[src/design/pidaw_pkg.sv]
// ----------------------------------------------------------------------------
// pidaw_pkg
// Shared types, constants and arithmetic helpers of the PID controller.
// ----------------------------------------------------------------------------
package pidaw_pkg;

   localparam int unsigned DataWidth  = 32;
   localparam int unsigned DriveWidth = 23;
   localparam int unsigned LimitWidth = 31;
   localparam int unsigned AddrWidth  = 5;

   localparam logic [31:0] DtDefault = 32'd66;
   localparam logic [22:0] DriveMax  = 23'd6553600;

   // register byte addresses
   localparam logic [AddrWidth-1:0] AddrGainP  = 5'd0;
   localparam logic [AddrWidth-1:0] AddrGainI  = 5'd4;
   localparam logic [AddrWidth-1:0] AddrGainD  = 5'd8;
   localparam logic [AddrWidth-1:0] AddrEnP    = 5'd12;
   localparam logic [AddrWidth-1:0] AddrEnD    = 5'd16;
   localparam logic [AddrWidth-1:0] AddrLimit  = 5'd20;

   // multiplier operand select
   typedef enum logic [1:0] {
      MUL_P  = 2'd0,
      MUL_GI = 2'd1,
      MUL_DT = 2'd2,
      MUL_D  = 2'd3
   } mul_sel_type;

   typedef struct packed {
      logic        load;      // capture input item
      logic        mul_go;    // register one product
      mul_sel_type mul_sel;
      logic        div_start;
      logic        div_step;
      logic        int_add;   // integral += inc, clamp
      logic        finish;    // form drive, back-calc, update memory
   } cmd_type;

   typedef struct packed {
      logic div_done;
   } sts_type;

   function automatic logic signed [31:0] sat32(input logic signed [65:0] v);
      if (v > 66'sd2147483647)       sat32 = 32'sh7fffffff;
      else if (v < -66'sd2147483648) sat32 = 32'sh80000000;
      else                           sat32 = v[31:0];
   endfunction

   function automatic logic signed [31:0] clamp_sym(input logic signed [33:0] v,
                                                    input logic [30:0] lim);
      logic signed [33:0] l;
      l = {3'b000, lim};
      if (v > l)       clamp_sym = l[31:0];
      else if (v < -l) clamp_sym = -l[31:0];
      else             clamp_sym = v[31:0];
   endfunction

endpackage

[src/design/pidaw_ctrl.sv]
// ----------------------------------------------------------------------------
// pidaw_ctrl
// Sequencer: steps the shared multiplier and the serial divider.
// ----------------------------------------------------------------------------
module pidaw_ctrl
   import pidaw_pkg::*;
(
   input  logic    clock,
   input  logic    reset,
   input  logic    in_valid,
   output logic    in_ready,
   output logic    out_valid,
   input  logic    out_ready,
   output cmd_type cmd,
   input  sts_type sts
);

   typedef enum logic [8:0] {
      ST_IDLE = 9'b000000001,
      ST_MP   = 9'b000000010,
      ST_MGI  = 9'b000000100,
      ST_MDT  = 9'b000001000,
      ST_IADD = 9'b000010000,
      ST_DIV  = 9'b000100000,
      ST_MD   = 9'b001000000,
      ST_FIN  = 9'b010000000,
      ST_OUT  = 9'b100000000
   } state_type;

   state_type state_ff, state_in;

   always_ff @(posedge clock) begin
      if (reset) state_ff <= ST_IDLE;
      else       state_ff <= state_in;
   end

   always_comb begin
      state_in = state_ff;
      cmd      = '0;
      unique case (state_ff)
         ST_IDLE: begin
            if (in_valid) begin
               cmd.load = 1'b1;
               state_in = ST_MP;
            end
         end
         ST_MP: begin
            cmd.mul_go = 1'b1; cmd.mul_sel = MUL_P; state_in = ST_MGI;
         end
         ST_MGI: begin
            cmd.mul_go = 1'b1; cmd.mul_sel = MUL_GI; state_in = ST_MDT;
         end
         ST_MDT: begin
            cmd.mul_go = 1'b1; cmd.mul_sel = MUL_DT; state_in = ST_IADD;
         end
         ST_IADD: begin
            cmd.int_add = 1'b1; cmd.div_start = 1'b1; state_in = ST_DIV;
         end
         ST_DIV: begin
            cmd.div_step = 1'b1;
            if (sts.div_done) state_in = ST_MD;
         end
         ST_MD: begin
            cmd.mul_go = 1'b1; cmd.mul_sel = MUL_D; state_in = ST_FIN;
         end
         ST_FIN: begin
            cmd.finish = 1'b1; state_in = ST_OUT;
         end
         ST_OUT: begin
            if (out_ready) state_in = ST_IDLE;
         end
         default: state_in = ST_IDLE;
      endcase
   end

   assign in_ready  = (state_ff == ST_IDLE);
   assign out_valid = (state_ff == ST_OUT);

`ifndef SYNTH
   a_onehot: assert property (@(posedge clock) disable iff (reset)
      $onehot(state_ff)) else $error("state not one-hot");
   a_hold: assert property (@(posedge clock) disable iff (reset)
      out_valid && !out_ready |=> out_valid) else $error("result dropped");
   a_noaccept: assert property (@(posedge clock) disable iff (reset)
      out_valid |-> !in_ready) else $error("accept while busy");
`endif

endmodule

[config.mk]
export PLATFORM = sky130hd
export DESIGN_NAME = pidaw_ctrl
export DESIGN_NICKNAME = d
export VERILOG_FILES = /design/src/design/pidaw_pkg.sv /design/src/design/pidaw_ctrl.sv
export SDC_FILE = /design/constraint.sdc
export NUM_CORES = 1
export LEC_CHECK = 0
export BUFFER_PORTS_ARGS = -buffer_cell sky130_fd_sc_hd__buf_2
export CORE_AREA = 10 10 47 49
export DETAILED_ROUTE_END_ITERATION = 10
export DIE_AREA = 0 0 57 59
export GPL_ROUTABILITY_DRIVEN = 1
export MAX_ROUTING_LAYER = met4
export PLACE_DENSITY = 0.73
export SLEW_MARGIN = 0
export SYNTH_ARGS = -nofsm -noshare
export SYNTH_HDL_FRONTEND = slang
export SYNTH_SLANG_ARGS = --single-unit
export TNS_END_PERCENT = 50
[constraint.sdc]
create_clock -name clock -period 1.9 [get_ports clock]
set_clock_uncertainty 0.1 [all_clocks]
set_input_delay 0 -clock clock [delete_from_list [all_inputs] [get_ports clock]]
set_output_delay 0 -clock clock [all_outputs]
set_load 0.05 [all_outputs]
==> results.json <==
{
  "status": "finished, final reports clean",
  "synth_nets": 76,
  "grt_pass1_vias": 600,
  "syn_inst": 71,
  "post-place-ws_ps": 146,
  "die-width_um": 57,
  "reg2reg_depth": 4,
  "cp.arrival_ps": 1760,
  "critPathRequiredTime_ps": 1800,
  "clock_latency_ps": 270,
  "grt_pass1_wl_um": 2580,
  "drt-initial-drc-count": 5,
  "path_depth": 5,
  "antenna_found_initial": 0,
  "syn_area_per_cell_um2": 8.58,
  "worst_pin_slew_ps": 396,
  "fp.coreArea_mm2": 0.00140,
  "fmax_ghz": 0.537,
  "p_total_w": 0.000471,
  "largest_registers": "state_ff: 9 flops",
  "max_slew_margin_pct": 73.4,
  "htreeDepth": 1,
  "cts_buffer_depth": 2,
  "place_hpwl_um": 1160,
  "largest_register_ffs": 9,
  "p_leak_nw": 0.336,
  "drive_above_1_share_pct": 42.2,
  "power.density_mw_per_mm2": 592,
  "slew_violations": 0,
  "fin_crit_ps": 1860,
  "seq_area_frac_synth_pct": 29.6,
  "path_class": "register to primary output",
  "portBuffers": 14,
  "wl_um": 1510,
  "cts_tree": "done",
  "num_io_pins": 15,
  "critical_path.top_delay_family": "simple AND/OR/NAND/NOR gates",
  "drv_cap": 0,
  "instances_no_fill": 106,
  "hold_viol_final": 0,
  "tritoncts.num_buffers": 3,
  "fin_crit_sh_pct": 98.0,
  "holdCritPathClass": "input pin to register",
  "wl_per_cell_um": 14.3,
  "path_max_fanout": 5,
  "final-setup-viol-count": 0,
  "top_register": "state_ff",
  "firstDrtPassIters": 4,
  "fp.dieH_um": 59,
  "clock_sinks": 9,
  "routed-via-count": 605,
  "rsz0062_at_grt": "true",
  "synthDistinctLibCells": 29,
  "critPathLaunchType": "register",
  "cts-root-buf": "clkbuf_4",
  "dp.cells": 100,
  "ys_warn_count": 0,
  "slowest_delay_ps": 510,
  "slowest_stage": "or4b_4",
  "die_area_mm2": 0.00336,
  "grt_max_degree": 11,
  "ys_ff_latch": 9,
  "fin_ws_ps": 38.8,
  "synthToLayoutAreaGrowth_pct": 30.4,
  "drc": 0,
  "start_util_pct": 43.5,
  "cp-end-kind": "primary output",
  "crit_buf_inv": 1,
  "fin_setup_tns_ps": 0,
  "clk_pin_slew_worst_paths_ps": 60,
  "final_net_count": 96,
  "overflow": 0,
  "path_cells": "nor4_4 -> nand2_1 -> or4b_4 -> nand2_2 -> buf_6",
  "grt_use_total_pct": 9.71,
  "antenna_left": 0,
  "antennaDiodeCount": 0,
  "ir_worst_vdd_mv": 0.389,
  "synth_area_um2": 609,
  "rows": 14,
  "layout_commonest_cell": "buf_2",
  "most-common-layout-cells": "12 x buf_2, 8 x nor2_1, 6 x buf_4, 6 x dfxtp_1, 5 x nor3_1",
  "gp_congestion": 0.804,
  "holdPathStages": 5,
  "whs_ps": 239,
  "cts_setup_buffers": 0,
  "avgViaCountPerCell": 5.71
}
metal layers:
layer	vias to the layer above	track usage, %	part of all wire [%]	routed length (um)
met2	14	17.2	51	778
met4	0	4.03	1.4	21
met3	2	3.22	4.6	70
li1	301	-	-	-
met5	-	-	0	0
met1	288	9.57	42	643
power breakdown:
part	internal, W	leakage (nW)	total, W	switching, W
registers	0.000194	0.0737	0.000208	0.0000136
clock network	0.0000812	0.0150	0.000152	0.0000707
logic	0.0000477	0.247	0.000111	0.0000635
total	0.000323	0.336	0.000471	0.000148
Yosys cell counts, drive strengths merged:
master	count	area [um2]
a21oi	1	16.3
o21a	1	7.51
inv	2	7.51
xor2	2	17.5
nand2b	1	13.8
and4b	1	10.0
nor4b	2	17.5
dfxtp	9	180
o21ba	2	20.0
and3	1	6.26
nand4b	1	8.76
o21ai	5	25.0
or4b	3	37.5
o31a	1	8.76
o2111ai	1	8.76
nand3	2	10.0
nor3	7	45.0
a221o	1	10.0
nor4	6	50.0
nor2	8	30.0
buf	6	33.8
nand2	4	15.0
nor3b	4	30.0
logic make-up (layout without fill, tap and decap cells):
group,after synthesis,in the layout,synth area share [%]
simple gates,40,40,45.0
compound gates,12,12,15.8
flops,9,9,29.6
buf+inv,8,27,6.77
xor+xnor,2,2,2.88
timing repair:
item,CTS,global route
gates resized for setup,6,3
hold buffers,2,0
pin swaps,2,1
hold endpoints to repair,7,0
endpoints found under the setup margin,2,5
area by class of cell:
class | instances | area (um2)
fill | 124 | 607
multi-input combinational | 54 | 420
sequential | 9 | 184
timing repair buffer | 21 | 136
clock buffer | 4 | 26.3
tap | 16 | 20.0
inverter | 2 | 7.51
worst min-delay path: stages:
cell and delay [ps]:
buf_2 90, nor4b_1 40, nor3_1 180, o31a_1 150, a221o_1 120
metrics by stage:
stage	util [%]	area [um2]
floorplan	-	622
global placement	51.1	716
detailed placement	51.1	716
CTS	55.8	782
global route	56.7	795
finish	56.7	795
final timing paths:
check,slack (ps),start,to
setup reg to reg,190,state_ff[8]$_SDFFE_PP0P_,state_ff[0]$_SDFFE_PP1P_
hold / removal,240,sts,state_ff[0]$_SDFFE_PP1P_
setup / recovery,40,state_ff[6]$_SDFFE_PP0P_,cmd[4]
hold reg to reg,530,state_ff[3]$_SDFFE_PP0P_,state_ff[4]$_SDFFE_PP0P_
No activity file was read; power rests on OpenSTA's default activity.
