[config.mk]
export PLATFORM = sky130hd
export DESIGN_NAME = pidaw_csr
export DESIGN_NICKNAME = d
export VERILOG_FILES = /design/src/design/pidaw_pkg.sv /design/src/design/pidaw_csr.sv
export SDC_FILE = /design/constraint.sdc
export NUM_CORES = 1
export LEC_CHECK = 0
export ABC_AREA = 0
export ABC_CLOCK_PERIOD_IN_PS = 1800
export BUFFER_PORTS_ARGS = -buffer_cell sky130_fd_sc_hd__buf_4
export CORE_MARGIN = 10
export CORE_UTILIZATION = 51
export DETAILED_ROUTE_END_ITERATION = 10
export PLACE_DENSITY = 0.88
export SETUP_SLACK_MARGIN = 0.1
export SLEW_MARGIN = 5
export SYNTH_ARGS = -nofsm -noshare
export SYNTH_HDL_FRONTEND = slang
export SYNTH_SLANG_ARGS = --single-unit
[constraint.sdc]
create_clock -name clock -period 1.8 [get_ports clock]
set_input_delay 0.09 -clock clock [delete_from_list [all_inputs] [get_ports clock]]
set_output_delay 0.09 -clock clock [all_outputs]
set_load 0.005 [all_outputs]
[src/design/pidaw_pkg.sv]
// ----------------------------------------------------------------------------
// pidaw_pkg
// Shared types, constants and arithmetic helpers of the PID controller.
// ----------------------------------------------------------------------------
package pidaw_pkg;

   localparam int unsigned DataWidth  = 32;
   localparam int unsigned DriveWidth = 23;
   localparam int unsigned LimitWidth = 31;
   localparam int unsigned AddrWidth  = 5;

   localparam logic [31:0] DtDefault = 32'd66;
   localparam logic [22:0] DriveMax  = 23'd6553600;

   // register byte addresses
   localparam logic [AddrWidth-1:0] AddrGainP  = 5'd0;
   localparam logic [AddrWidth-1:0] AddrGainI  = 5'd4;
   localparam logic [AddrWidth-1:0] AddrGainD  = 5'd8;
   localparam logic [AddrWidth-1:0] AddrEnP    = 5'd12;
   localparam logic [AddrWidth-1:0] AddrEnD    = 5'd16;
   localparam logic [AddrWidth-1:0] AddrLimit  = 5'd20;

   // multiplier operand select
   typedef enum logic [1:0] {
      MUL_P  = 2'd0,
      MUL_GI = 2'd1,
      MUL_DT = 2'd2,
      MUL_D  = 2'd3
   } mul_sel_type;

   typedef struct packed {
      logic        load;      // capture input item
      logic        mul_go;    // register one product
      mul_sel_type mul_sel;
      logic        div_start;
      logic        div_step;
      logic        int_add;   // integral += inc, clamp
      logic        finish;    // form drive, back-calc, update memory
   } cmd_type;

   typedef struct packed {
      logic div_done;
   } sts_type;

   function automatic logic signed [31:0] sat32(input logic signed [65:0] v);
      if (v > 66'sd2147483647)       sat32 = 32'sh7fffffff;
      else if (v < -66'sd2147483648) sat32 = 32'sh80000000;
      else                           sat32 = v[31:0];
   endfunction

   function automatic logic signed [31:0] clamp_sym(input logic signed [33:0] v,
                                                    input logic [30:0] lim);
      logic signed [33:0] l;
      l = {3'b000, lim};
      if (v > l)       clamp_sym = l[31:0];
      else if (v < -l) clamp_sym = -l[31:0];
      else             clamp_sym = v[31:0];
   endfunction

endpackage

[src/design/pidaw_csr.sv]
// ----------------------------------------------------------------------------
// pidaw_csr
// APB register file for gains, enables and integral limit.
// ----------------------------------------------------------------------------
module pidaw_csr
   import pidaw_pkg::*;
(
   input  logic                 clock,
   input  logic                 reset,
   input  logic                 psel,
   input  logic                 penable,
   input  logic                 pwrite,
   input  logic [AddrWidth-1:0] paddr,
   input  logic [31:0]          pwdata,
   output logic [31:0]          prdata,
   output logic                 pready,
   output logic [31:0]          gain_p,
   output logic [31:0]          gain_i,
   output logic [31:0]          gain_d,
   output logic                 enable_p,
   output logic                 enable_d,
   output logic [30:0]          integral_limit
);

   logic [31:0] gp_ff, gi_ff, gd_ff;
   logic        ep_ff, ed_ff;
   logic [30:0] lim_ff;
   logic        wr;

   assign pready = 1'b1;
   assign wr     = psel && penable && pwrite;

   always_ff @(posedge clock) begin
      if (reset) begin
         gp_ff  <= 32'd65536;
         gi_ff  <= '0;
         gd_ff  <= '0;
         ep_ff  <= 1'b1;
         ed_ff  <= 1'b0;
         lim_ff <= 31'd6553600;
      end else if (wr) begin
         unique case (paddr)
            AddrGainP: gp_ff  <= pwdata;
            AddrGainI: gi_ff  <= pwdata;
            AddrGainD: gd_ff  <= pwdata;
            AddrEnP:   ep_ff  <= pwdata[0];
            AddrEnD:   ed_ff  <= pwdata[0];
            AddrLimit: lim_ff <= pwdata[30:0];
            default: ;
         endcase
      end
   end

   always_comb begin
      unique case (paddr)
         AddrGainP: prdata = gp_ff;
         AddrGainI: prdata = gi_ff;
         AddrGainD: prdata = gd_ff;
         AddrEnP:   prdata = {31'd0, ep_ff};
         AddrEnD:   prdata = {31'd0, ed_ff};
         AddrLimit: prdata = {1'b0, lim_ff};
         default:   prdata = '0;
      endcase
   end

   assign gain_p = gp_ff;
   assign gain_i = gi_ff;
   assign gain_d = gd_ff;
   assign enable_p = ep_ff;
   assign enable_d = ed_ff;
   assign integral_limit = lim_ff;

endmodule

==> results.json <==
{
  "netlist_instances": 625,
  "wl_final_mm": 20.01,
  "placement_rows": 39,
  "postLayoutCellArea_um2": 8436,
  "initial_utilization_pct": 52.75,
  "holdPathEnd": "gain_p[31]",
  "place.port_buffers": 202,
  "timing.critical_path.fanout_max": 19,
  "cp.depth": 5,
  "finalClockSkew_ns": 0,
  "placed_cell_area_um2": 7752,
  "synth-seq-cells": 129,
  "post-synth-top-area-cell": "dfxtp_1",
  "syn_avg_cell_area_um2": 9.761,
  "first_global_vias": 5779,
  "drc_errors": 0,
  "synth-edff-count": 0,
  "hold_viol": 0,
  "final.period_utilization_pct": 91.60,
  "worst_setup_path_end_kind": "primary output",
  "power.ir.vdd_worst_v": 0.0007368,
  "ys_types": 28,
  "rr_endpoint": "enable_p",
  "max_freq_mhz": 606.5,
  "drv.max_cap_violation_count": 0,
  "htreeDepth": 4,
  "insertion_delay_ns": 0.41,
  "reg2reg_setup_slack_ns": 0.58,
  "finalWeightedCongestion": 0.9404,
  "syn_area_um2": 6101,
  "main_combinational_cell_family_by_area_after_synthesis": "multiplexers",
  "timing.setup.tns_ns": 0,
  "critical-path-top-delay-family": "simple AND/OR/NAND/NOR gates",
  "cts.root.buffer_cell": "clkbuf_16",
  "synth.net_count": 667,
  "outcome": "completed",
  "dominantRegCellSynth": "dfxtp_1",
  "die_h_um": 129.4,
  "chipWidth_um": 129.4,
  "nets": 866,
  "path_buf_inv": 3,
  "synthToLayoutAreaGrowth_pct": 38.27,
  "antennaDiodeCount": 0,
  "multiplexer_area_fraction_after_synthesis_pct": 21.49,
  "synth_warnings": 0,
  "clkTransAtPathRegs_ns": 0.05,
  "share_of_synthesized_flip_flops_with_an_asynchronous_set_or_reset_pct": 0,
  "routed_via_density": 5.656,
  "proportion_of_layout_cells_with_a_drive_suffix_above_1_pct": 31.98,
  "setup.worst_path.start_class": "primary input",
  "grt_max_degree": 86,
  "power_consumption_mw": 6.818,
  "post-synth-top-area-fraction_pct": 42.33,
  "ios": 204,
  "r2r_start": "enable_p",
  "cpMaxStageDelayCell": "or4_1",
  "dp_hpwl_mm": 14.01,
  "mostFrequentLayoutCells": "buf_4 (221), mux2i_1 (131), dfxtp_1 (127)",
  "timing.critical_path.cells": "buf_4, or4_1, buf_4, o221ai_1, buf_4",
  "synth.area.top_cells": "dfxtp_1 (42%), mux2i_1 (21%), nand2b_1 (13%)",
  "fin_crit_ns": 1.649,
  "worst_hold_startpoint": "pwdata[31]",
  "yosys.area_share.adder_pct": 0,
  "worst_hold_path.num_cells": 3,
  "synth-simple-area-share_pct": 20.71,
  "detail_route.wl_per_cell_um": 20.46,
  "track_usage_pct": 23.41,
  "drt-initial-drc-count": 409,
  "synth_compound_gate_area_share_pct": 10.46,
  "static-leakage-power_nw": 4.032,
  "clock_tree_from_tritoncts": "done",
  "final-setup-viol-count": 0,
  "tritoncts_buffer_count": 17,
  "layout_commonest_cell": "buf_4",
  "critical-path-top-cell-by-count": "buf_4",
  "criticalPathCategory": "in -> out",
  "rsz0062_at_grt": "no",
  "synth_xor_area_share_pct": 0,
  "n_fill_cell": 767,
  "synth_seq_area_share_pct": 42.33,
  "total_via_count_after_detailed_routing": 5532,
  "core_region_area_um2": 11560,
  "detail_route.first_pass.iterations": 5,
  "hold_class": "in -> reg",
  "reg2reg_depth": 3,
  "overflow": 0,
  "floorplan.die_area_um2": 16740,
  "report.final.slew_viol_count": 0,
  "cts.sink_count": 129,
  "cp_data_arrival_time_ns": 1.56,
  "postRouteAntennaNets": 0,
  "clock_buffer_depth": 2,
  "antenna_found_initial": 0,
  "power.density_nw_per_um2": 808.2,
  "grt_pass1_wl_mm": 31.14,
  "worst_ep_required_time_ns": 1.71,
  "slowest_delay_ns": 0.64
}
[repair_timing]
action / 4_1_cts / 5_1_grt
hold endpoints to repair: 9 / 0
gates resized for setup: 0 / 3
hold buffers: 7 / 0
setup buffers: 0 / 0
endpoints found under the setup margin: 0 / 7
[final cells by class]
type / instances / area (um^2) / area share [%]
flip-flops and latches: 129 / 2585 / 30.64
clock buffers: 19 / 442.9 / 5.251
multi-input cells: 442 / 3224 / 38.22
well taps: 143 / 178.9 / 2.121
clock inverters: 11 / 163.9 / 1.943
repair buffers: 234 / 1841 / 21.82
[cells by family after synthesis]
group	after synthesis
and+or+nand+nor	214
buffers and inverters	54
muxes	131
other	1
DFF	129
AOI/OAI and AO/OA	96
[report_power, final]
part           internal, mW  leakage (nW)  switching, mW
registers              2.86          1.04        0.00580
clock network          2.33         0.294           1.25
logic                 0.180          2.70          0.192
total                  5.37          4.03           1.45
[per-stage QoR]
stage                     std cells  hold slack, ns  utilization, %  setup slack, ns
after floorplan                 625          0.2572               -           0.2326
after global placement          941          0.3576           67.03           0.1437
after global routing            978         0.01018           72.94           0.1090
final                           978         0.01057           72.94           0.1513
after detailed placement        941          0.3701           67.03           0.1177
after CTS                       978        0.002282           72.89           0.1137
[state kept, by name (all words and copies together) (netlist names)]
name            cells
gain_d             32
gain_i             32
gain_p             32
integral_limit     31
enable_d            1
enable_p            1
[worst max-delay path by stage]
stage | end | from
6_report | prdata[0] | paddr[4]
5_1_grt | prdata[9] | paddr[3]
2_1_floorplan | gain_p[12] | paddr[4]
3_3_place_gp | gain_d[17] | paddr[2]
3_5_place_dp | gain_d[21] | paddr[2]
4_1_cts | prdata[29] | paddr[3]
[worst min-delay path: stages]
cell	delay [ns]
buf_4	0.08
nand2b_1	0.08
mux2i_1	0.13
[cells in the mapped netlist (3+ instances only)]
cell type,count
buf_1,3
o21ai_1,23
mux2i_1,131
nor2b_1,32
clkbuf_1,33
a221o_1,30
buf_6,11
buf_4,3
o21ai_0,41
buf_2,4
nand2b_1,126
dfxtp_1,129
nor2_1,42
[layer usage]
| metal | share of wire, % | track usage, % |
|---|---|---|
| met1 | 38 | 25.41 |
| met2 | 49 | 40.04 |
| met3 | 11 | 8.931 |
| met4 | 2.3 | 10.23 |
| met5 | 0 | 0 |
No activity file was read; power rests on OpenSTA's default activity.
